===== src/rtl/oahm_pkg.sv =====
// ----------------------------------------------------------------------------
// oahm_pkg
// Shared codes, field widths and hash constants of the hash map core.
// ----------------------------------------------------------------------------
package oahm_pkg;

    localparam int OP_W     = 2;
    localparam int KEY_W    = 64;
    localparam int HANDLE_W = 32;
    localparam int STATUS_W = 2;
    localparam int SLOT_W   = 10;
    localparam int LIVE_W   = 11;
    localparam int MARK_W   = 2;

    localparam logic [OP_W-1:0] OP_LOOKUP = 2'd0;
    localparam logic [OP_W-1:0] OP_INSERT = 2'd1;
    localparam logic [OP_W-1:0] OP_ERASE  = 2'd2;

    localparam logic [STATUS_W-1:0] ST_OK        = 2'd0;
    localparam logic [STATUS_W-1:0] ST_MISSING   = 2'd1;
    localparam logic [STATUS_W-1:0] ST_DUPLICATE = 2'd2;
    localparam logic [STATUS_W-1:0] ST_FULL      = 2'd3;

    localparam logic [MARK_W-1:0] MARK_EMPTY = 2'd0;
    localparam logic [MARK_W-1:0] MARK_LIVE  = 2'd1;
    localparam logic [MARK_W-1:0] MARK_DEAD  = 2'd2;

    localparam logic [KEY_W-1:0] MIX_C1 = 64'hff51afd7ed558ccd;
    localparam logic [KEY_W-1:0] MIX_C2 = 64'hc4ceb9fe1a85ec53;
    localparam int               MIX_SHIFT = 33;

endpackage


===== src/rtl/oahm_hash.sv =====
// ----------------------------------------------------------------------------
// oahm_hash
// 64-bit fmix finalizer on one shared 32x32 multiplier, four steps per
// 64-bit product, two products per key.
// ----------------------------------------------------------------------------
module oahm_hash #(
    parameter int IDX_BITS = 10
) (
    input  logic                      clk,
    input  logic                      rst_n,
    input  logic                      start,
    input  logic [oahm_pkg::KEY_W-1:0] key,
    output logic                      done,
    output logic [IDX_BITS-1:0]       hash
);
    import oahm_pkg::*;

    typedef enum logic [1:0] {
        H_IDLE = 2'b01,
        H_RUN  = 2'b10
    } hstate_t;

    hstate_t           state_reg, state_next;
    logic [1:0]        step_reg, step_next;
    logic              round_reg, round_next;
    logic              done_reg, done_next;
    logic [KEY_W-1:0]  x_reg, x_next;
    logic [KEY_W-1:0]  acc_reg, acc_next;
    logic [KEY_W-1:0]  prod_reg, prod_next;
    logic [31:0]       mul_a, mul_b;
    logic [KEY_W-1:0]  coef;
    logic [KEY_W-1:0]  sum;

    assign coef = round_reg ? MIX_C2 : MIX_C1;
    assign sum  = acc_reg + {prod_reg[31:0], 32'd0};

    always_comb
    begin
        mul_a = x_reg[31:0];
        mul_b = coef[31:0];
        case (step_reg)
            2'd1:    mul_b = coef[63:32];
            2'd2:    mul_a = x_reg[63:32];
            default: ;
        endcase
    end

    assign prod_next = mul_a * mul_b;

    always_comb
    begin
        state_next = state_reg;
        step_next  = step_reg;
        round_next = round_reg;
        x_next     = x_reg;
        acc_next   = acc_reg;
        done_next  = 1'b0;
        case (state_reg)
            H_IDLE:
            begin
                if (start)
                begin
                    x_next     = key ^ (key >> MIX_SHIFT);
                    step_next  = 2'd0;
                    round_next = 1'b0;
                    state_next = H_RUN;
                end
            end
            H_RUN:
            begin
                step_next = step_reg + 2'd1;
                case (step_reg)
                    2'd1:    acc_next = prod_reg;
                    2'd2:    acc_next = sum;
                    2'd3:
                    begin
                        x_next = sum ^ (sum >> MIX_SHIFT);
                        if (round_reg)
                        begin
                            done_next  = 1'b1;
                            state_next = H_IDLE;
                        end
                        round_next = 1'b1;
                    end
                    default: ;
                endcase
            end
            default: state_next = H_IDLE;
        endcase
    end

    always_ff @(posedge clk or negedge rst_n)
    begin
        if (!rst_n)
        begin
            state_reg <= H_IDLE;
            step_reg  <= 2'd0;
            round_reg <= 1'b0;
            done_reg  <= 1'b0;
        end
        else
        begin
            state_reg <= state_next;
            step_reg  <= step_next;
            round_reg <= round_next;
            done_reg  <= done_next;
        end
    end

    always_ff @(posedge clk)
    begin
        x_reg    <= x_next;
        acc_reg  <= acc_next;
        prod_reg <= prod_next;
    end

    assign done = done_reg;
    assign hash = x_reg[IDX_BITS-1:0];

endmodule


===== config.mk =====
export PLATFORM = sky130hd
export DESIGN_NAME = oahm_hash
export DESIGN_NICKNAME = d
export VERILOG_FILES = /design/src/rtl/oahm_pkg.sv /design/src/rtl/oahm_hash.sv
export SDC_FILE = /design/constraint.sdc
export NUM_CORES = 2
export LEC_CHECK = 0
export BUFFER_PORTS_ARGS = -buffer_cell sky130_fd_sc_hd__buf_2
export CAP_MARGIN = 20
export CORE_MARGIN = 3
export CORE_UTILIZATION = 62
export CTS_CLUSTER_DIAMETER = 150
export DETAILED_ROUTE_END_ITERATION = 6
export PLACE_DENSITY = 0.83
export SYNTH_ARGS = -nofsm -noshare
export SYNTH_HDL_FRONTEND = slang
export SYNTH_SLANG_ARGS = --single-unit

===== constraint.sdc =====
create_clock -name clk -period 10.9 [get_ports clk]
set_input_delay 2.18 -clock clk [delete_from_list [all_inputs] [get_ports clk]]
set_output_delay 2.18 -clock clk [all_outputs]
set_load 0.02 [all_outputs]

==> impl_results.rst <==
.. list-table::
   :header-rows: 1

   * - Metric
     - Value
   * - Hold path start
     - acc_reg[31]
   * - Tightest Pin Transition
     - ~1.1 ns
   * - Most frequent cells in the layout
     - 931 x sky130_fd_sc_hd__inv_1, 781 x sky130_fd_sc_hd__fa_1, 378 x sky130_fd_sc_hd__ha_1
   * - Post-synthesis cell count
     - 4002
   * - Floorplan Core Area
     - between 60000 and 70000 um2
   * - Final core utilization
     - 0.662
   * - DRC marker count from the first detailed-route iteration
     - around 2800
   * - Combined area of all synthesized cells
     - approximately 39000 um2
   * - Cells on Worst Hold Path
     - 2
   * - Height of the chip
     - 258 um
   * - Die boundary width
     - ~260 um
   * - Logic depth of the worst register-to-register path
     - 28
   * - Sequential share of the synthesized area
     - 0.135
   * - Area grow syn2layout
     - 5.00%
   * - Pin count of the biggest net entering global routing
     - just over 70
   * - Number of standard-cell rows in the floorplan
     - just over 90
   * - Post-synth top flop
     - sky130_fd_sc_hd__edfxtp_1
   * - RSZ-0062 raised after global routing
     - false
   * - Global-route wire length before repair
     - about 190 mm
   * - Detailed-route wire length per cell
     - around 25 um
   * - Hold Crit Class
     - register to register
   * - Clock latency at the later pin of the worst-skew pair
     - between 0.4 and 0.5 ns
   * - Global placer's final weighted congestion
     - approximately 1.1
   * - Netlist cell types
     - 81
   * - Filler instances
     - a little over 5000
   * - Antenna violations before repair
     - 4
   * - Average instance area after synthesis
     - 9.80 um2
   * - Achievable clock frequency
     - about 0.10 GHz
   * - Starting Density
     - 0.631
   * - Full die area
     - between 60000 and 70000 um2
   * - Reg-to-Reg Start
     - step_reg[0]
   * - Worst slew margin
     - 0.284
   * - Async SR Flop Fraction
     - 0.0303
   * - Clk buf depth
     - 2
   * - Hold Fails Final Rpt
     - 0
   * - Final setup vio count
     - 0
   * - Tot GR Track Use
     - 0.379
   * - TritonCTS clock tree
     - done
   * - Share of the clock period used by the worst path
     - 0.880
   * - Total Wirelength
     - 123 mm
   * - Data required time at the worst endpoint
     - about 11 ns
   * - # clock sinks
     - slightly below 200
   * - Number of top-level pins
     - a little under 80
   * - Yosys warns
     - 0
   * - Sequential cell area
     - roughly 5300 um2
   * - Port-buffer cells
     - 77
   * - Capture instance of the worst register-to-register path
     - prod_reg[57]
   * - Setup slack on the worst flop-to-flop path
     - 1.31 ns
   * - Worst Hold End
     - x_reg[31]
   * - Clock buffers created by TritonCTS
     - 17
   * - Resize count post-CTS
     - 0
   * - Total grt overflow
     - 0
   * - Final HPWL from detailed placement
     - between 100 and 150 mm
   * - Shortest period the worst path allows
     - 9.59 ns
   * - Post-route DRC
     - 0
   * - Via count
     - between 20000 and 30000
   * - Slew Limit Fails
     - 0
   * - Htree depth
     - 4
   * - Clock-pin slew reported for the worst setup and hold paths after clock tree synthesis
     - 0.08 ns
   * - Nets@finish
     - approximately 5300
   * - Leading cell type in the layout, fill and taps excluded
     - sky130_fd_sc_hd__inv_1
   * - Largest fanout of any net on the critical path
     - 36
   * - Routed vias/inst
     - ~5.9
   * - Synthesized netlist net count
     - between 5000 and 6000
   * - Number of global-route vias before repair
     - 30400
   * - Setup crit end kind
     - register
   * - Number of synthesized register bits
     - between 150 and 200
   * - Number of nets still failing antenna checks after routing
     - 0
   * - CP startpoint kind
     - register
   * - Run status
     - completed
   * - Quantity of hold-fixing buffers added after cts
     - 0
   * - Root Buffer Master
     - sky130_fd_sc_hd__clkbuf_16
   * - Number of synthesized flops with an enable pin
     - ~130
   * - Setup clock skew after layout
     - around 0.015 ns
   * - Post-CTS Setup Bufs
     - 0
   * - Multi-input gate area
     - around 30000 um2
   * - Most common cell on crit path
     - sky130_fd_sc_hd__fa_1
   * - Number of search-and-repair iterations in the first detailed-routing pass
     - 5
   * - Share of layout cells above drive strength 1
     - 0.0612
   * - Slowest library cell on the worst path
     - sky130_fd_sc_hd__fa_1
   * - Setup TNS after final layout
     - 0 ns
   * - Worst endpoint data arrival time
     - ~10 ns
   * - CP max stage delay
     - between 0.8 and 0.9 ns
   * - Worst Path Class, Setup
     - register to register
   * - Max-capacitance violation count
     - 0
## how the worst max path moves through the flow
stage / to / slack [ns] / startpoint
floorplan: prod_reg[63] / 2.17 / step_reg[0]
global placement: prod_reg[57] / 1.50 / step_reg[0]
detailed placement: prod_reg[57] / 1.46 / step_reg[0]
CTS: prod_reg[63] / 1.41 / step_reg[0]
global route: prod_reg[57] / 0.91 / step_reg[0]
finish: prod_reg[57] / 1.31 / step_reg[0]
## routing by layer
metal  part of all wire  track usage  wire length, um  up-vias
li1                   -            -                -    12400
met1               0.37        0.495            45500    14400
met2               0.45        0.588            55600     1592
met3              0.084       0.0525            10300      444
met4              0.092        0.271            11300        4
met5            0.00017            0               21        -
## cells in the mapped netlist, types with 8 or more instances
cell type | count | share of area
sky130_fd_sc_hd__edfxtp_1 | 128 | 0.098
sky130_fd_sc_hd__and3_1 | 29 | 0.0046
sky130_fd_sc_hd__o21ai_1 | 8 | 0.0010
sky130_fd_sc_hd__or2_2 | 17 | 0.0027
sky130_fd_sc_hd__nor2_1 | 248 | 0.024
sky130_fd_sc_hd__o22ai_1 | 8 | 0.0013
sky130_fd_sc_hd__dfxtp_1 | 64 | 0.033
sky130_fd_sc_hd__a21o_1 | 104 | 0.020
sky130_fd_sc_hd__o21ai_0 | 86 | 0.011
sky130_fd_sc_hd__nor3_1 | 28 | 0.0036
sky130_fd_sc_hd__mux2i_1 | 24 | 0.0061
sky130_fd_sc_hd__clkbuf_1 | 105 | 0.010
sky130_fd_sc_hd__mux2_2 | 38 | 0.011
sky130_fd_sc_hd__o21a_1 | 10 | 0.0019
sky130_fd_sc_hd__xnor2_1 | 130 | 0.029
sky130_fd_sc_hd__inv_1 | 932 | 0.089
sky130_fd_sc_hd__fa_1 | 781 | 0.40
sky130_fd_sc_hd__ha_1 | 381 | 0.12
sky130_fd_sc_hd__buf_1 | 9 | 0.00086
sky130_fd_sc_hd__nand2_1 | 283 | 0.027
sky130_fd_sc_hd__nand4_1 | 10 | 0.0016
sky130_fd_sc_hd__xor2_1 | 101 | 0.023
sky130_fd_sc_hd__nor2b_1 | 52 | 0.0083
sky130_fd_sc_hd__nand2b_1 | 50 | 0.0080
sky130_fd_sc_hd__buf_4 | 10 | 0.0019
sky130_fd_sc_hd__nand3_1 | 27 | 0.0034
sky130_fd_sc_hd__a21oi_1 | 132 | 0.017
sky130_fd_sc_hd__a211oi_1 | 8 | 0.0015
sky130_fd_sc_hd__o21bai_1 | 20 | 0.0038
sky130_fd_sc_hd__and2_1 | 56 | 0.0089
sky130_fd_sc_hd__a31oi_1 | 18 | 0.0029
## through the flow
step	setup WS [ns]	instances	area (um2)	hold WS, ns
after detailed placement	1.46	4839	40600	0.511
after global placement	1.50	4839	40600	0.489
final	1.31	4873	41200	0.542
after floorplan	2.17	4002	39200	0.484
after CTS	1.41	4871	41200	0.532
after global routing	0.906	4872	41200	0.547
## worst max-delay path, delay by kind of cell, from the launching register on
| family | cells | cell delay, ns |
|---|---|---|
| buffers and inverters | 7 | 1.42 |
| adders and majority gates | 10 | 5.05 |
| muxes | 1 | 0.50 |
| xor gates and xnor gates | 1 | 0.15 |
| DFF | 1 | 0.45 |
| AOI/OAI and AO/OA | 7 | 1.52 |
| and+or+nand+nor | 2 | 0.39 |
## cell type report
class	instances	share of cell area
Antenna cell	1	0.0000608
Clock inverter	15	0.00428
Inverter	939	0.0856
Timing Repair Buffer	130	0.0193
Tap cell	837	0.0254
Sequential cell	198	0.128
Multi-Input combinational cell	2736	0.727
Clock buffer	17	0.0103
## cell families (layout without fill, tap and decap cells)
| group | count (synthesis) | in the layout | share of synthesized area |
|---|---|---|---|
| flops | 198 | 198 | 0.135 |
| fa+ha+maj | 1168 | 1168 | 0.522 |
| mux | 62 | 62 | 0.0170 |
| xor+xnor | 233 | 233 | 0.0527 |
| simple gates | 815 | 815 | 0.0948 |
| other cells | 1 | 2 | 0.0000956 |
| buf+inv | 1068 | 1101 | 0.103 |
| compound gates | 457 | 457 | 0.0758 |
Power is left out: the tool's default activity adds up to more than one toggle a clock period on the data nets, which glitch-free logic cannot reach.
