## config.mk

```make
export PLATFORM = sky130hd
export DESIGN_NAME = oahm_ram
export DESIGN_NICKNAME = d
export VERILOG_FILES = /design/src/rtl/oahm_ram.sv
export SDC_FILE = /design/constraint.sdc
export NUM_CORES = 1
export LEC_CHECK = 0
export ABC_CLOCK_PERIOD_IN_PS = 3600
export BUFFER_PORTS_ARGS = -buffer_cell sky130_fd_sc_hd__buf_2
export CELL_PAD_IN_SITES_DETAIL_PLACEMENT = 1
export CELL_PAD_IN_SITES_GLOBAL_PLACEMENT = 1
export CORE_MARGIN = 2
export CORE_UTILIZATION = 28
export CTS_CLUSTER_SIZE = 20
export DETAILED_ROUTE_END_ITERATION = 8
export HOLD_SLACK_MARGIN = 0.15
export PLACE_DENSITY = 0.47
export SYNTH_ARGS = -nofsm -noshare
export SYNTH_HDL_FRONTEND = slang
export SYNTH_SLANG_ARGS = --single-unit
export TNS_END_PERCENT = 20
```

## constraint.sdc

```tcl
create_clock -name clk -period 3.6 [get_ports clk]
set_clock_uncertainty 0.2 [all_clocks]
set_input_delay 0.36 -clock clk [delete_from_list [all_inputs] [get_ports clk]]
set_output_delay 0.36 -clock clk [all_outputs]
set_load 0.05 [all_outputs]
```

## src/rtl/oahm_ram.sv

```systemverilog
// ----------------------------------------------------------------------------
// oahm_ram
// Generic single-write, single-read RAM with registered read data.
// ----------------------------------------------------------------------------
module oahm_ram #(
    parameter int WIDTH = 8,
    parameter int DEPTH = 16
) (
    input  logic                     clk,
    input  logic                     we,
    input  logic [$clog2(DEPTH)-1:0] waddr,
    input  logic [WIDTH-1:0]         wdata,
    input  logic [$clog2(DEPTH)-1:0] raddr,
    output logic [WIDTH-1:0]         rdata
);

    logic [WIDTH-1:0] mem [DEPTH];
    logic [WIDTH-1:0] rdata_reg;

    always_ff @(posedge clk)
    begin
        if (we)
        begin
            mem[waddr] <= wdata;
        end
        rdata_reg <= mem[raddr];
    end

    assign rdata = rdata_reg;

endmodule

```

==> impl_metrics.py, run 1 <==
metrics = {
    "die": {
        "die_height_um": 139.6,
        "floorplan.initialDensity_pct": 28.56,
        "core_area_um2": 18020,
        "fp.dieW_um": 139.6,
        "floorplan.rows": 49,
        "io_pins": 26,
        "die-area_um2": 19480,
    },
    "worst_hold_path": {
        "type_of_the_most_critical_hold_path": "primary input to register",
    },
    "global_routing": {
        "antenna_found_initial": 0,
        "globalRouteTotalUtil_pct": 12.47,
        "grt_start_max_net_pins": 33,
        "grt-ovfl-total": 0,
        "first_global_vias": 2558,
        "global_route_wire_length_before_repair_mm": 17.04,
    },
    "logic_synthesis": {
        "synth-warning-count": 0,
        "synthMuxAreaShare_pct": 15.02,
        "synthTopCellsByArea": "sky130_fd_sc_hd__edfxtp_1, sky130_fd_sc_hd__mux4_2, sky130_fd_sc_hd__mux4_1",
        "synth_sequential_area_ratio_pct": 77.78,
        "synth_area_in_compound_gates_pct": 2.333,
        "synthesis.nets": 247,
        "synth.most_common_cell": "sky130_fd_sc_hd__edfxtp_1",
        "yosys_register_bits": 136,
        "yosys.area_share.adder_pct": 0,
        "synthFlopType": "sky130_fd_sc_hd__edfxtp_1",
        "syn-mean-instance-area_um2": 22.48,
        "post-synth-top-area-fraction_pct": 74.67,
        "yosysTopAreaCell": "sky130_fd_sc_hd__edfxtp_1",
        "main_combinational_cell_family_by_area_after_synthesis": "multiplexers",
        "fraction_of_the_mapped_netlist_area_in_simple_logic_gates_pct": 3.184,
        "synth.cell_area_um2": 5147,
        "synth.lib_cells_used.distinct": 19,
        "synth-edff-count": 128,
        "synthCells": 229,
        "cell_types_with_the_highest_counts_after_synthesis": "sky130_fd_sc_hd__edfxtp_1, sky130_fd_sc_hd__mux4_2, sky130_fd_sc_hd__a22oi_1",
        "ys_async_sr_fraction_pct": 0,
        "yosys.area_share.xor_xnor_pct": 0,
    },
    "setup_path": {
        "rrSetupSlack_ns": 2.01,
        "startpoint_type": "primary input",
        "timing.critical_path.from": "raddr[0]",
        "critical_path.endpoint": "rdata[5]",
        "worst-setup-path-type": "primary input to register",
        "critical_path.max_fanout": 18,
        "setup.worst_path.end_class": "register",
        "r2r-end": "rdata[3]",
        "endpoint_arrival_time_on_the_critical_path_ns": 2.00,
        "reg2reg_from": "mem[0][3]",
        "critical_path_required_ns": 3.68,
        "r2r_cells": 3,
    },
    "flow_run": {
        "max_capacitance_violation_count": 0,
    },
    "timing": {
        "timing_worst_slew_pin_value_ns": 1.024,
        "finalHoldViolCount": 0,
        "fin_tns_setup_ns": 0,
        "rsz0062_at_grt": "false",
        "finalWorstPathRequiredPeriod_ns": 1.921,
        "finalCritPeriodShare_pct": 53.37,
        "timing.slew.headroom_pct": 31.46,
        "fmaxAchievable_ghz": 0.5205,
        "setup_viol_count_final": 0,
        "maxSlewViolCount": 0,
    },
    "clocking": {
        "clkLatencyLatePin_ns": 0.42,
        "cts_buffer_count": 17,
        "number_of_setup_buffers_added_after_cts": 0,
        "ctsLongestPathBuffers": 2,
        "cts-resized-gates": 0,
        "root_buffer": "sky130_fd_sc_hd__clkbuf_16",
        "h-tree-depth": 4,
        "cts_tree": "built",
        "hold_buffers": 6,
        "tritoncts_num_sinks": 136,
        "clkTransAtPathRegs_ns": 0.06,
    },
    "routing": {
        "viasPerCell": 4.608,
        "detailroute.via_count": 2396,
        "wl_per_cell_um": 21.81,
        "dr.first_iter.drc_count": 251,
        "route.final.wire_length_mm": 11.34,
        "dr.pass1.iters": 4,
        "ant_nets": 0,
        "drc_errors": 0,
    },
    "final_layout": {
        "post_route_cells_drive_above_1_share_pct": 26.80,
        "finalCoreUtilization_pct": 34.06,
        "flow.area_growth_from_synthesis_pct": 19.28,
        "diodes": 0,
        "largest_register_ffs": 128,
        "fin_cells": 520,
        "design.final.nets": 296,
        "final_cell_area_um2": 6140,
    },
    "power": {
        "power_per_unit_of_standard_cell_area_nw_per_um2": 574.0,
        "power.share.combinational_pct": 5.8,
        "clock_power_share_pct": 43.7,
        "power_switching_share_pct": 20.81,
        "power_leakage_nw": 2.034,
        "power.sequential.fraction_pct": 50.5,
        "ir_worst_vdd_mv": 0.3139,
        "netSwitchingPower_mw": 0.7334,
        "p_int_mw": 2.791,
    },
    "place": {
        "place_hpwl_mm": 7.137,
        "number_of_cells_in_the_design_after_placement": 482,
        "place_congestion": 0.7034,
        "port_buffers": 25,
        "dpl-instance-area_um2": 5553,
    },
    "outcome": {
        "status": "completed",
    },
}
worst max-delay path: stages:
cell,delay [ns]
sky130_fd_sc_hd__buf_2,0.42
sky130_fd_sc_hd__buf_12,0.27
sky130_fd_sc_hd__mux4_1,0.57
sky130_fd_sc_hd__a22oi_1,0.25
sky130_fd_sc_hd__nand2_1,0.12
power by group through the flow:
stage / registers [mW] / clock network (mW) / logic (mW)
after global placement: 1.81 / 0 / 0.201
after global routing: 1.78 / 1.64 / 0.223
after detailed placement: 1.81 / 0 / 0.204
final: 1.78 / 1.54 / 0.204
after CTS: 1.78 / 1.57 / 0.210
after floorplan: 1.85 / 0 / 0.0899
placed cells by master, fill, tap and decap left out:
cell / netlist / routed
sky130_fd_sc_hd__a22oi_1: 16 / 16
sky130_fd_sc_hd__and2_1: 1 / 1
sky130_fd_sc_hd__and2b_1: 1 / 1
sky130_fd_sc_hd__buf_12: 0 / 1
sky130_fd_sc_hd__buf_2: 3 / 25
sky130_fd_sc_hd__buf_4: 1 / 8
sky130_fd_sc_hd__clkbuf_1: 0 / 7
sky130_fd_sc_hd__clkbuf_16: 0 / 17
sky130_fd_sc_hd__clkbuf_8: 0 / 4
sky130_fd_sc_hd__clkinv_2: 0 / 4
sky130_fd_sc_hd__dfxtp_1: 8 / 8
sky130_fd_sc_hd__dlygate4sd3_1: 0 / 6
sky130_fd_sc_hd__edfxtp_1: 128 / 128
sky130_fd_sc_hd__mux4_1: 14 / 14
sky130_fd_sc_hd__mux4_2: 18 / 18
sky130_fd_sc_hd__nand2_1: 9 / 9
sky130_fd_sc_hd__nand2b_1: 2 / 2
sky130_fd_sc_hd__nand3_1: 1 / 1
sky130_fd_sc_hd__nand3b_1: 2 / 2
sky130_fd_sc_hd__nor2_1: 13 / 13
sky130_fd_sc_hd__nor2b_1: 1 / 1
sky130_fd_sc_hd__nor3_1: 4 / 4
sky130_fd_sc_hd__or3b_2: 1 / 1
layer usage:
metal / vias to the layer above / global-route usage, % / wire length [um]
li1: 1069 / - / -
met1: 1257 / 16.40 / 5163
met2: 57 / 19.81 / 5629
met3: 13 / 3.785 / 448
met4: 0 / 4.263 / 101
met5: - / 0 / 0
final cells by class:
type / instances / area (um^2)
timing repair buffer: 40 / 265.3
multi-input combinational: 83 / 1057
clock inverter: 4 / 20.02
fill: 1800 / 11890
tap: 229 / 286.5
sequential: 136 / 4004
clock buffer: 28 / 506.7
worst min-delay path by stage:
stage                    start    endpoint  slack [ns]  cells after the start
floorplan             wdata[0]   mem[0][0]        0.26                      0
global placement    mem[11][4]    rdata[4]        0.46                      3
detailed placement  mem[14][0]    rdata[0]        0.48                      3
CTS                   wdata[3]   mem[7][3]        0.16                      1
global route          wdata[3]  mem[10][3]        0.16                      1
finish                wdata[3]   mem[6][3]        0.15                      1
logic make-up (layout without fill, tap and decap cells):
logic type,Yosys count,after routing
buffers and inverters,10,72
AO/OA/AOI/OAI,16,16
AND/OR/NAND/NOR,35,35
multiplexers,32,32
flip-flops,136,136
per-stage QoR:
step / setup slack (ns) / hold slack, ns / total power [mW]
after CTS: 1.641 / 0.1553 / 3.564
final: 1.679 / 0.1544 / 3.524
after floorplan: 1.547 / 0.2589 / 1.938
after global placement: 1.220 / 0.4566 / 2.013
after global routing: 1.500 / 0.1641 / 3.649
after detailed placement: 1.198 / 0.4761 / 2.018
(Power assumes the default switching activity.)
==> run 2, diff against run 1 <==
--- a/config.mk
+++ b/config.mk
@@ -5,7 +5,8 @@
 export SDC_FILE = /design/constraint.sdc
 export NUM_CORES = 1
 export LEC_CHECK = 0
-export ABC_CLOCK_PERIOD_IN_PS = 3600
+export ABC_AREA = 1
+export ABC_CLOCK_PERIOD_IN_PS = 1900
 export BUFFER_PORTS_ARGS = -buffer_cell sky130_fd_sc_hd__buf_2
 export CELL_PAD_IN_SITES_DETAIL_PLACEMENT = 1
 export CELL_PAD_IN_SITES_GLOBAL_PLACEMENT = 1
@@ -14,7 +15,7 @@
 export CTS_CLUSTER_SIZE = 20
 export DETAILED_ROUTE_END_ITERATION = 8
 export HOLD_SLACK_MARGIN = 0.15
-export PLACE_DENSITY = 0.47
+export PLACE_DENSITY = 0.5
 export SYNTH_ARGS = -nofsm -noshare
 export SYNTH_HDL_FRONTEND = slang
 export SYNTH_SLANG_ARGS = --single-unit
==> constraint.sdc (replaced) <==
create_clock -name clk -period 1.9 [get_ports clk]
set_clock_uncertainty 0.2 [all_clocks]
set_input_delay 0.19 -clock clk [delete_from_list [all_inputs] [get_ports clk]]
set_output_delay 0.19 -clock clk [all_outputs]
set_load 0.05 [all_outputs]
==> run 2 against run 1 <==
Clock power increased by 140%. Sequential power increased by 90%. Die area increased by 12%. Non-clock buffer count increased by 23. Combinational power increased to 2.6 times the previous value. Clock-buffer cell count decreased by 10. Final area increased by 16%. Sequential share of layout area decreased by 8.8 points. Hold slack improved by 0.031 ns. Synthesized cell count increased by 140%. Via count increased by 62%. Cell count increased by 72%.
==> impl_metrics.py, run 2 <==
metrics = {
    "clocking": {
        "ctsLongestPathBuffers": 2,
        "cts_tree": "built",
        "cts-resized-gates": 0,
        "tritoncts_num_sinks": 136,
        "number_of_setup_buffers_added_after_cts": 0,
        "clkLatencyLatePin_ns": 0.42,
        "h-tree-depth": 4,
        "root_buffer": "sky130_fd_sc_hd__clkbuf_16",
        "cts_buffer_count": 17,
        "clkTransAtPathRegs_ns": 0.06,
    },
    "logic_synthesis": {
        "main_combinational_cell_family_by_area_after_synthesis": "simple AND/OR/NAND/NOR gates",
        "fraction_of_the_mapped_netlist_area_in_simple_logic_gates_pct": 21.05,
        "yosys.area_share.xor_xnor_pct": 0,
        "post-synth-top-area-fraction_pct": 66.65,
        "synthFlopType": "sky130_fd_sc_hd__edfxtp_1",
        "synthMuxAreaShare_pct": 0,
        "synth-warning-count": 0,
        "yosys.area_share.adder_pct": 0,
        "syn-mean-instance-area_um2": 10.47,
        "synth.cell_area_um2": 5767,
        "synth_sequential_area_ratio_pct": 69.43,
        "ys_async_sr_fraction_pct": 0,
        "synthTopCellsByArea": "sky130_fd_sc_hd__edfxtp_1, sky130_fd_sc_hd__nand2_1, sky130_fd_sc_hd__nand3_1",
        "yosysTopAreaCell": "sky130_fd_sc_hd__edfxtp_1",
        "synth.most_common_cell": "sky130_fd_sc_hd__nand2_1",
        "synth_area_in_compound_gates_pct": 0,
        "synth-edff-count": 128,
        "yosys_register_bits": 136,
        "synth.lib_cells_used.distinct": 12,
        "synthesis.nets": 569,
        "synthCells": 551,
        "cell_types_with_the_highest_counts_after_synthesis": "sky130_fd_sc_hd__nand2_1, sky130_fd_sc_hd__edfxtp_1, sky130_fd_sc_hd__inv_1",
    },
    "place": {
        "place_hpwl_mm": 9.856,
        "place_congestion": 0.7388,
        "number_of_cells_in_the_design_after_placement": 846,
        "port_buffers": 25,
        "pre_cts_ws_ns": 0.3518,
    },
    "worst_hold_path": {
        "hold_end": "rdata[6]",
        "hold_path_startpoint": "raddr[1]",
        "timing.hold.worst_path_depth": 5,
        "type_of_the_most_critical_hold_path": "primary input to register",
    },
    "setup_path": {
        "critical_path.max_fanout": 4,
        "endpoint_arrival_time_on_the_critical_path_ns": 1.81,
        "setup.worst_path.end_class": "register",
        "critical_path_required_ns": 2.01,
        "rrSetupSlack_ns": 0.20,
        "worst-setup-path-type": "primary input to register",
        "reg2reg_from": "mem[11][3]",
        "r2r_cells": 7,
        "startpoint_type": "primary input",
        "r2r-end": "rdata[3]",
    },
    "final_layout": {
        "diodes": 0,
        "post_route_cells_drive_above_1_share_pct": 13.02,
        "flow.area_growth_from_synthesis_pct": 22.98,
        "design.final.nets": 627,
        "final_common_cell": "sky130_fd_sc_hd__nand2_1",
        "finalCoreUtilization_pct": 35.05,
        "n_fill_cell": 2223,
        "multi_input_area_um2": 1214,
        "seq_area_um2": 4004,
        "layout_common_cells": "sky130_fd_sc_hd__nand2_1, sky130_fd_sc_hd__edfxtp_1, sky130_fd_sc_hd__inv_1, sky130_fd_sc_hd__nand3_1, sky130_fd_sc_hd__buf_2",
        "largest_register_ffs": 128,
        "fin_cells": 892,
    },
    "timing": {
        "timing.slew.headroom_pct": 72.55,
        "timing_worst_slew_pin_value_ns": 0.4118,
        "finalWorstPathRequiredPeriod_ns": 1.705,
        "fmaxAchievable_ghz": 0.5866,
        "fin_tns_setup_ns": 0,
        "finalHoldViolCount": 0,
        "rsz0062_at_grt": "false",
        "maxSlewViolCount": 0,
        "post-route-worst-setup-slack_ns": 0.1954,
        "finalCritPeriodShare_pct": 89.72,
        "setup_viol_count_final": 0,
    },
    "die": {
        "fp.dieW_um": 147.5,
        "io_pins": 26,
        "floorplan.initialDensity_pct": 28.50,
        "core_area_um2": 20230,
        "die-area_um2": 21760,
        "die_height_um": 147.5,
        "floorplan.rows": 52,
    },
    "global_routing": {
        "grt-ovfl-total": 0,
        "global_route_wire_length_before_repair_mm": 24.60,
        "first_global_vias": 3928,
        "antenna_found_initial": 0,
        "grt_start_max_net_pins": 51,
        "globalRouteTotalUtil_pct": 15.41,
    },
    "routing": {
        "ant_nets": 0,
        "drc_errors": 0,
        "dr.first_iter.drc_count": 222,
        "detailroute.via_count": 3872,
        "viasPerCell": 4.341,
        "route.final.wire_length_mm": 15.85,
        "wl_per_cell_um": 17.77,
        "dr.pass1.iters": 4,
    },
    "power": {
        "power.share.combinational_pct": 6.9,
        "power_switching_share_pct": 21.63,
        "netSwitchingPower_mw": 1.643,
        "p_int_mw": 5.953,
        "power.sequential.fraction_pct": 44.4,
        "clock_power_share_pct": 48.6,
        "power_leakage_nw": 3.023,
        "report.power.total_mw": 7.596,
        "ir_worst_vdd_mv": 0.5647,
        "power_per_unit_of_standard_cell_area_nw_per_um2": 1071,
    },
    "flow_run": {
        "max_capacitance_violation_count": 0,
    },
    "outcome": {
        "status": "completed",
    },
}
==> run 2: timing repair <==
| action | in CTS | in global routing |
|---|---|---|
| setup endpoints to repair | 0 | 0 |
| hold endpoints to repair | 136 | 0 |
| hold buffers | 14 | 0 |
==> run 2: metrics by stage <==
| step | hold WS (ns) | cell area [um^2] |
|---|---|---|
| 6_report | 0.1850 | 7092 |
| 4_1_cts | 0.1661 | 7092 |
| 3_3_place_gp | 0.3703 | 6294 |
| 3_5_place_dp | 0.3634 | 6294 |
| 5_1_grt | 0.2132 | 7092 |
| 2_1_floorplan | 0.08887 | 5767 |
==> run 2: worst max-delay path by stage <==
stage,start,to,cells past startpoint
final,raddr[2],rdata[7],6
after global routing,mem[8][3],rdata[3],7
after CTS,mem[11][3],rdata[3],7
after detailed placement,raddr[0],rdata[5],8
after global placement,raddr[0],rdata[5],8
after floorplan,waddr[2],mem[10][0],2
==> run 2: logic make-up (layout without fill, tap and decap cells) <==
| family | after synthesis | in the layout |
|---|---|---|
| DFF | 136 | 136 |
| and+or+nand+nor | 289 | 289 |
| buffers and inverters | 126 | 197 |
==> run 2: cell type report <==
class | count | share of cell area (%)
inverter | 102 | 5.399
clock buffer | 18 | 6.052
tap | 270 | 4.764
timing repair buffer | 63 | 6.987
multi-input combinational | 289 | 17.11
sequential | 136 | 56.46
clock inverter | 14 | 3.229
==> run 2: critical path, stage by stage <==
cell                            delay (ns)
sky130_fd_sc_hd__buf_2                0.13
sky130_fd_sc_hd__dlygate4sd3_1        0.68
sky130_fd_sc_hd__nand3_1              0.11
sky130_fd_sc_hd__dlygate4sd3_1        0.58
sky130_fd_sc_hd__nand3_1              0.08
sky130_fd_sc_hd__nand2_1              0.04
==> run 2: metal layers <==
layer	vias up	track usage (%)	wire (um)
met2	47	25.35	7694
met4	0	4.327	142
li1	1884	-	-
met3	10	3.117	337
met5	-	0	0
met1	1931	20.77	7672
==> run 2: power by group through the flow <==
| stage | clock network [mW] | registers (mW) | logic, mW |
|---|---|---|---|
| 2_1_floorplan | 0 | 3.50 | 0.237 |
| 3_3_place_gp | 0 | 3.44 | 0.510 |
| 3_5_place_dp | 0 | 3.44 | 0.516 |
| 4_1_cts | 3.75 | 3.38 | 0.542 |
| 5_1_grt | 3.89 | 3.38 | 0.585 |
| 6_report | 3.69 | 3.38 | 0.528 |
==> run 3, diff against run 2 <==
--- a/config.mk
+++ b/config.mk
@@ -12,6 +12,7 @@
 export CELL_PAD_IN_SITES_GLOBAL_PLACEMENT = 1
 export CORE_MARGIN = 2
 export CORE_UTILIZATION = 28
+export CTS_BUF_LIST = sky130_fd_sc_hd__clkbuf_4 sky130_fd_sc_hd__clkbuf_8
 export CTS_CLUSTER_SIZE = 20
 export DETAILED_ROUTE_END_ITERATION = 8
 export HOLD_SLACK_MARGIN = 0.15
==> run 3 against run 2 <==
Combinational power is essentially flat. Wire length fell by 0.16%. Worst setup slack worse by 0.10 ns. Global-route usage is essentially flat. Die area unchanged. Non-clock buffer count down 1. Hold slack better by 0.00068 ns. Clock power shrank 23%. Cell count down 0.11%. First-iteration DRC count stayed put. Via count up 0.36%. Largest power group is now sequential cells. Highest routed layer unchanged.
==> impl_metrics.py, run 3 (synthesis results as in run 2) <==
metrics = {
    "timing": {
        "timing.slew.headroom_pct": 72.68,
        "rsz0062_at_grt": "false",
        "maxSlewViolCount": 0,
        "finalWorstPathRequiredPeriod_ns": 1.806,
        "worst_hold_slack_ns": 0.1857,
        "fin_tns_setup_ns": 0,
        "timing_worst_slew_pin_value_ns": 0.4098,
        "setup_viol_count_final": 0,
        "fmaxAchievable_ghz": 0.5536,
        "finalHoldViolCount": 0,
        "finalCritPeriodShare_pct": 95.07,
    },
    "routing": {
        "wl_per_cell_um": 17.76,
        "viasPerCell": 4.361,
        "ant_nets": 0,
        "route.final.wire_length_mm": 15.82,
        "dr.first_iter.drc_count": 222,
        "detailroute.via_count": 3886,
        "drc_errors": 0,
        "dr.pass1.iters": 4,
    },
    "power": {
        "power_leakage_nw": 2.942,
        "ir_worst_vdd_mv": 0.4517,
        "report.power.total_mw": 6.742,
        "power_per_unit_of_standard_cell_area_nw_per_um2": 975.5,
    },
    "die": {
        "core_area_um2": 20230,
        "die-area_um2": 21760,
        "fp.dieW_um": 147.5,
        "floorplan.initialDensity_pct": 28.50,
        "die_height_um": 147.5,
        "io_pins": 26,
        "floorplan.rows": 52,
    },
    "global_routing": {
        "antenna_found_initial": 0,
        "globalRouteTotalUtil_pct": 15.39,
        "grt_start_max_net_pins": 51,
        "grt-ovfl-total": 0,
        "global_route_wire_length_before_repair_mm": 24.43,
        "first_global_vias": 3957,
    },
    "final_layout": {
        "largest_register_ffs": 128,
        "final_cell_area_um2": 6912,
        "flow.area_growth_from_synthesis_pct": 19.85,
        "layout_common_cells": "sky130_fd_sc_hd__nand2_1, sky130_fd_sc_hd__edfxtp_1, sky130_fd_sc_hd__inv_1, sky130_fd_sc_hd__nand3_1, sky130_fd_sc_hd__buf_2",
        "design.final.nets": 626,
        "diodes": 0,
        "post_route_cells_drive_above_1_share_pct": 13.37,
        "n_fill_cell": 2235,
        "final_common_cell": "sky130_fd_sc_hd__nand2_1",
        "fin_cells": 891,
    },
    "place": {
        "dpl-instance-area_um2": 6294,
        "port_buffers": 25,
        "place_hpwl_mm": 9.856,
        "place_congestion": 0.7388,
        "number_of_cells_in_the_design_after_placement": 846,
    },
    "clocking": {
        "tritoncts_num_sinks": 136,
        "number_of_setup_buffers_added_after_cts": 0,
        "clkTransAtPathRegs_ns": 0.08,
        "cts_buffer_count": 17,
        "root_buffer": "sky130_fd_sc_hd__clkbuf_8",
        "ctsLongestPathBuffers": 2,
        "h-tree-depth": 4,
        "clkLatencyLatePin_ns": 0.46,
        "cts_tree": "built",
    },
    "worst_hold_path": {
        "type_of_the_most_critical_hold_path": "primary input to register",
    },
    "setup_path": {
        "crit_buf_inv": 5,
        "critical_path.max_fanout": 16,
        "worst-setup-path-type": "primary input to register",
        "cp_cell_sequence": "dlygate4sd3_1 > buf_2 > inv_1 > buf_12 > nand3_2 > nand3_1 > dlygate4sd3_1 > nand2_1",
        "worst_path_largest_cell_delay_ns": 0.55,
        "endpoint_arrival_time_on_the_critical_path_ns": 1.95,
        "cpMaxStageDelayCell": "sky130_fd_sc_hd__dlygate4sd3_1",
        "startpoint_type": "primary input",
        "setup.worst_path.end_class": "register",
        "critical_path_required_ns": 2.05,
        "cpLargestDelayFamily": "buffers and inverters",
        "crit_top_cell": "sky130_fd_sc_hd__dlygate4sd3_1",
    },
    "outcome": {
        "status": "completed",
    },
    "flow_run": {
        "max_capacitance_violation_count": 0,
    },
}
-- run 3: final cells by class --
| cell class | instances | area, um^2 | share of cell area (%) |
|---|---|---|---|
| clock buffers | 18 | 241.5 | 3.494 |
| clock inverters | 14 | 229.0 | 3.313 |
| inverters | 102 | 382.9 | 5.539 |
| multi-input cells | 289 | 1219 | 17.63 |
| flip-flops and latches | 136 | 4004 | 57.93 |
| well taps | 270 | 337.8 | 4.888 |
| repair buffers | 62 | 498.0 | 7.205 |
-- run 3: worst reg2reg max path, cell delays in order, from the launching register on --
cell,delay [ns]
sky130_fd_sc_hd__edfxtp_1,0.36
sky130_fd_sc_hd__inv_1,0.06
sky130_fd_sc_hd__nand2_1,0.04
sky130_fd_sc_hd__nand3_1,0.12
sky130_fd_sc_hd__nand3_2,0.11
sky130_fd_sc_hd__nand3_1,0.07
sky130_fd_sc_hd__dlygate4sd3_1,0.55
sky130_fd_sc_hd__nand2_1,0.05
-- run 3: per-layer routing --
layer	vias up	track usage [%]	routed length [um]
li1	1882	-	-
met1	1930	20.61	7571
met2	56	25.16	7609
met3	18	2.994	423
met4	0	5.096	218
met5	-	0	0
-- run 3: report_power, final --
part	leakage (nW)	switching [mW]	total (mW)	internal [mW]
Sequential	1.22	0.0218	3.37	3.35
Combinational	1.49	0.377	0.531	0.154
Clock	0.226	1.15	2.84	1.69
Total	2.94	1.54	6.74	5.20
-- run 3: final timing paths --
kind | endpoint | slack (ns) | start | depth (start not counted)
worst max-delay path | rdata[3] | 0.09 | raddr[2] | 8
worst min-delay path | mem[9][3] | 0.19 | waddr[0] | 4
worst max register to register | rdata[3] | 0.23 | mem[9][3] | 7
worst min register to register | rdata[2] | 0.48 | mem[13][2] | 6
-- run 3: repair_timing --
item | in CTS | in global routing
hold endpoints to repair | 136 | 0
hold buffers | 13 | 0
gates resized for setup | 0 | 4
endpoints found under the setup margin | 0 | 1
-- run 3: per-stage QoR --
stage          setup slack, ns  utilization (%)
4_1_cts                0.02429            34.07
2_1_floorplan           0.5592                -
5_1_grt                0.03520            34.16
6_report               0.09373            34.16
3_3_place_gp            0.3603            31.10
3_5_place_dp            0.3518            31.10
